--- src/hw/rtl/ldt_pkg.sv ---
package ldt_pkg;

   // configuration register width and reset value
   localparam int CSR_W = 7;
   localparam logic [CSR_W-1:0] SEG_LEN_RESET = 7'd64;

   // width of the sample index port
   localparam int IDX_OUT_W = 6;

   // controller states
   typedef enum logic [3:0] {
      ST_LOAD,
      ST_SINGLE,
      ST_PRE1,
      ST_PRE2,
      ST_READ,
      ST_MULT,
      ST_NUM,
      ST_ABS,
      ST_DSTART,
      ST_DIV,
      ST_OUT
   } ldt_state_type;

   // commands from controller to datapath
   typedef struct packed {
      logic accept;
      logic pre1;
      logic pre2;
      logic mem_read;
      logic mult;
      logic num;
      logic absval;
      logic div_start;
      logic out_load;
      logic out_single;
      logic idx_inc;
   } ldt_cmd_type;

   // status from datapath to controller
   typedef struct packed {
      logic close;
      logic single;
      logic last;
      logic div_busy;
      logic div_done;
   } ldt_status_type;

endpackage

--- src/hw/rtl/ldt_controller.sv ---
module ldt_controller (
   input  logic                    clock,
   input  logic                    reset,
   input  logic                    req_valid,
   output logic                    req_ready,
   output logic                    rsp_valid,
   input  logic                    rsp_ready,
   output ldt_pkg::ldt_cmd_type    cmd,
   input  ldt_pkg::ldt_status_type status
);
   import ldt_pkg::*;

   ldt_state_type state_ff, state_in;
   logic          rsp_valid_ff, rsp_valid_in;
   logic          out_free;

   assign out_free = !rsp_valid_ff || rsp_ready;

   // next state
   always_comb begin
      state_in = state_ff;
      case (state_ff)
         ST_LOAD: begin
            if (req_valid && status.close) begin
               state_in = status.single ? ST_SINGLE : ST_PRE1;
            end
         end
         ST_SINGLE: begin
            if (out_free) begin
               state_in = ST_LOAD;
            end
         end
         ST_PRE1:   state_in = ST_PRE2;
         ST_PRE2:   state_in = ST_READ;
         ST_READ:   state_in = ST_MULT;
         ST_MULT:   state_in = ST_NUM;
         ST_NUM:    state_in = ST_ABS;
         ST_ABS:    state_in = ST_DSTART;
         ST_DSTART: state_in = ST_DIV;
         ST_DIV: begin
            if (status.div_done) begin
               state_in = ST_OUT;
            end
         end
         ST_OUT: begin
            if (out_free) begin
               state_in = status.last ? ST_LOAD : ST_READ;
            end
         end
         default:   state_in = ST_LOAD;
      endcase
   end

   // outputs
   always_comb begin
      cmd       = '0;
      req_ready = 1'b0;
      case (state_ff)
         ST_LOAD: begin
            req_ready  = 1'b1;
            cmd.accept = req_valid;
         end
         ST_SINGLE: cmd.out_single = out_free;
         ST_PRE1:   cmd.pre1       = 1'b1;
         ST_PRE2:   cmd.pre2       = 1'b1;
         ST_READ:   cmd.mem_read   = 1'b1;
         ST_MULT:   cmd.mult       = 1'b1;
         ST_NUM:    cmd.num        = 1'b1;
         ST_ABS:    cmd.absval     = 1'b1;
         ST_DSTART: cmd.div_start  = 1'b1;
         ST_DIV: begin
         end
         ST_OUT: begin
            cmd.out_load = out_free;
            cmd.idx_inc  = out_free && !status.last;
         end
         default: begin
         end
      endcase
   end

   // result valid flag
   always_comb begin
      if (cmd.out_load || cmd.out_single) begin
         rsp_valid_in = 1'b1;
      end else if (rsp_ready) begin
         rsp_valid_in = 1'b0;
      end else begin
         rsp_valid_in = rsp_valid_ff;
      end
   end

   always_ff @(posedge clock) begin
      if (reset) begin
         state_ff     <= ST_LOAD;
         rsp_valid_ff <= 1'b0;
      end else begin
         state_ff     <= state_in;
         rsp_valid_ff <= rsp_valid_in;
      end
   end

   assign rsp_valid = rsp_valid_ff;

   // a result is never loaded over one still waiting
   a_no_overwrite: assert property (@(posedge clock) disable iff (reset)
      (cmd.out_load || cmd.out_single) |-> (!rsp_valid_ff || rsp_ready))
      else $error("result overwritten");

   // closing request stops intake until the segment is emitted
   a_close_stall: assert property (@(posedge clock) disable iff (reset)
      (cmd.accept && status.close) |=> !req_ready)
      else $error("request taken during emission");

   // divider is never restarted while running
   a_div_idle: assert property (@(posedge clock) disable iff (reset)
      cmd.div_start |-> !status.div_busy)
      else $error("divider restarted while busy");

endmodule

--- config.mk ---
export PLATFORM = sky130hd
export DESIGN_NAME = ldt_controller
export DESIGN_NICKNAME = d
export VERILOG_FILES = /design/src/hw/rtl/ldt_pkg.sv /design/src/hw/rtl/ldt_controller.sv
export SDC_FILE = /design/constraint.sdc
export NUM_CORES = 1
export LEC_CHECK = 0
export BUFFER_PORTS_ARGS = -buffer_cell sky130_fd_sc_hd__buf_4
export CELL_PAD_IN_SITES_DETAIL_PLACEMENT = 0
export CELL_PAD_IN_SITES_GLOBAL_PLACEMENT = 1
export CORE_MARGIN = 2
export CORE_UTILIZATION = 30
export DETAILED_ROUTE_END_ITERATION = 7
export PLACE_DENSITY_LB_ADDON = 0.1
export SLEW_MARGIN = 20
export SYNTH_ARGS = -nofsm -noshare
export SYNTH_HDL_FRONTEND = slang
export SYNTH_SLANG_ARGS = --single-unit
--- constraint.sdc ---
create_clock -name clock -period 3.5 [get_ports clock]
set_input_delay 0.175 -clock clock [delete_from_list [all_inputs] [get_ports clock]]
set_output_delay 0.175 -clock clock [all_outputs]
set_load 0.02 [all_outputs]
==> flow_metrics.py <==
metrics = {
    "status": {
        "status": "complete, no violations",
    },
    "placed_design": {
        "placedCellCount": 92,
        "place_ws_ps": 1759,
        "place.gp.congestion": 0.7594,
        "io_buffers": 20,
        "hpwl_um": 815.7,
    },
    "critical_path": {
        "regToRegSetupSlack_ps": 1750,
        "slowest_stage": "dfxtp_1",
        "setup.worst_path.class": "reg -> reg",
        "worstRegToRegCells": 4,
        "critPathTopFamily": "compound AO/OA/AOI/OAI gates",
        "worst-path-buf-inv": 0,
        "end_kind": "flop",
        "r2r-start": "state_ff[0]$_SDFFE_PP0P_",
        "cp_slowest_stage_delay_ps": 580,
        "cp.arrival_ps": 1890,
        "r2r_end": "state_ff[1]$_SDFFE_PP0P_",
        "critPathRequiredTime_ps": 3640,
        "path_cells": "or3b_1 -> a211o_1 -> a311o_1 -> o41ai_1",
        "path_max_fanout": 13,
        "crit_path_start_kind": "flop",
    },
    "floorplanning": {
        "io_pins": 22,
        "design.die.area_sq_um": 1717,
        "initial_core_util_pct": 32.31,
        "dieWidth_um": 41.44,
        "core_sq_um": 1301,
        "num_rows": 13,
        "die_h_um": 41.44,
    },
    "clocking": {
        "post_cts_resized": 0,
        "cts_tree": "done",
        "numCtsBuffers": 3,
        "clockBufferDepth": 2,
        "cts_max_level": 1,
        "clk_latency_ps": 240,
        "cts_sinks": 5,
        "clkTransAtPathRegs_ps": 50,
        "cts_setup_buffers": 0,
        "cts-root-buf": "clkbuf_4",
        "cts_hold_buf": 0,
    },
    "power_and_ir_drop": {
        "share_comb_of_total_power_pct": 32.4,
        "clkPwrFrac_pct": 32.2,
        "sequentialPowerShare_pct": 35.3,
        "switching_share_pct": 34.92,
        "leakage_uw": 0.0002457,
        "peakVddDrop_v": 0.0001939,
        "p_switching_uw": 73.64,
        "intPower_uw": 137.2,
        "power_density_nw_per_um2": 353.4,
    },
    "min_path": {
        "hp-class": "in -> reg",
        "hp-start": "reset",
        "min_to": "rsp_valid$_SDFFE_PP0P_",
        "holdPathStages": 2,
    },
    "synth": {
        "synth_edf_count": 0,
        "synth.net_count": 70,
        "synth_area_per_cell_sq_um": 6.892,
        "ys_seq_elements": 5,
        "synth_area_sq_um": 420.4,
        "synth_cells": 61,
        "async_flop_share_pct": 0,
        "synth_warnings": 0,
        "synth_cell_types": 26,
        "synth.top_cells.by_area": "dfxtp_1, nand2b_1, nor3_1",
        "synthTopCellsByCount": "nor2_1, nor3_1, nand2b_1, dfxtp_1, nand2_1",
        "yosysSeqAreaShare_pct": 23.81,
        "synthFlopType": "dfxtp_1",
        "synth_top_cell_by_area": "dfxtp_1",
        "synth_most_common_cell": "nor2_1",
        "synth_top_area_share_pct": 23.81,
    },
    "finish": {
        "antennaDiodeCount": 0,
        "fin_util_pct": 45.87,
        "stdcell_count": 96,
        "drive_above_1_share_pct": 29.63,
        "fin_nets": 91,
        "areaGrowthSynthToFinish_pct": 41.96,
    },
    "drt": {
        "drc": 0,
        "vias": 484,
        "ant_nets": 0,
        "wire_per_inst_um": 11.96,
        "finalWirelength_um": 1148,
        "routed_via_density": 5.042,
        "drtPass1Iterations": 3,
        "drt_iter0_drc": 10,
    },
    "timing": {
        "finalMaxSlewViolations": 0,
        "final.min_clock_period_ps": 1751,
        "setup_viol": 0,
        "tightestPinTransition_ps": 484.3,
        "holdWs_ps": 136.8,
        "fmax_mhz": 571.1,
        "hold_viol_final": 0,
        "relSlewSlack_pct": 66.88,
        "rsz0062_at_grt": "no",
        "fin_tns_setup_ps": 0,
        "fin_skew_ps": 3.117,
        "fin_crit_sh_pct": 50.03,
        "setup_ws_ps": 1749,
    },
    "global_route": {
        "grt_overflow": 0,
        "grt_pass1_vias": 397,
        "antenna_found_initial": 0,
        "grt_max_degree": 15,
        "track_usage_pct": 13.73,
        "grt_pass1_wl_um": 1863,
    },
    "run": {
        "timing.max_cap.violations": 0,
    },
}
## cell families (layout without fill, tap and decap cells)
kind of cell	count (synthesis)	count (layout)	share of synthesized area, %
simple gates	37	37	49.11
compound gates	11	11	17.86
buf+inv	7	27	7.141
flops	5	5	23.81
xor+xnor	1	1	2.084
## per-stage QoR
stage                     instance area [sq um]  total power, uW
after floorplan                           420.4            116.7
after global placement                    570.5            144.1
after detailed placement                  570.5            143.5
after CTS                                 596.8            213.3
after global routing                      596.8            227.8
final                                     596.8            210.9
## power groups by stage
| stage | Combinational [uW] | Clock (uW) | Sequential, uW |
|---|---|---|---|
| final | 68.4 | 68.0 | 74.5 |
| after global routing | 75.5 | 76.5 | 75.7 |
| after CTS | 68.9 | 70.6 | 73.8 |
| after detailed placement | 68.6 | 0 | 74.9 |
| after global placement | 69.2 | 0 | 74.9 |
| after floorplan | 50.4 | 0 | 66.3 |
## flip-flops by register name (all words and copies together), names as in the netlist
| register | flops |
|---|---|
| rsp_valid | 1 |
| state_ff | 4 |
## cells in the final DEF, fill, tap and decap left out, types with 2 or more instances in the layout
master    synthesis  layout
nand2_1           5       5
nand2b_1          6       6
o21ai_0           2       2
nor4_1            3       3
dfxtp_1           5       5
inv_1             3       3
buf_4             0      20
nor3_1            7       7
a21oi_1           3       3
clkbuf_4          0       3
nor2_1            8       8
## how the worst max path moves through the flow
stage,startpoint,to,slack (ps),cells past startpoint
5_1_grt,state_ff[0]$_SDFFE_PP0P_,state_ff[1]$_SDFFE_PP0P_,1650,4
3_5_place_dp,state_ff[0]$_SDFFE_PP0P_,state_ff[1]$_SDFFE_PP0P_,1760,4
6_report,state_ff[0]$_SDFFE_PP0P_,state_ff[1]$_SDFFE_PP0P_,1750,4
4_1_cts,state_ff[0]$_SDFFE_PP0P_,state_ff[1]$_SDFFE_PP0P_,1750,4
2_1_floorplan,state_ff[0]$_SDFFE_PP0P_,state_ff[1]$_SDFFE_PP0P_,1870,5
3_3_place_gp,state_ff[0]$_SDFFE_PP0P_,state_ff[1]$_SDFFE_PP0P_,1780,4
## per-layer routing
metal / track usage, % / part of all wire (%)
met5: 0 / 0
met3: 1.739 / 6.0
met4: 7.742 / 1.2
met1: 20.58 / 51
met2: 18.44 / 41
## layout make-up
cell class	count	area, sq um
fillers	155	704.4
flip-flops and latches	5	100.1
repair buffers	20	150.1
inverters	3	11.26
multi-input cells	49	290.3
well taps	15	18.77
clock buffers	4	26.28
Note: power is estimated with default switching activity, not from simulation.
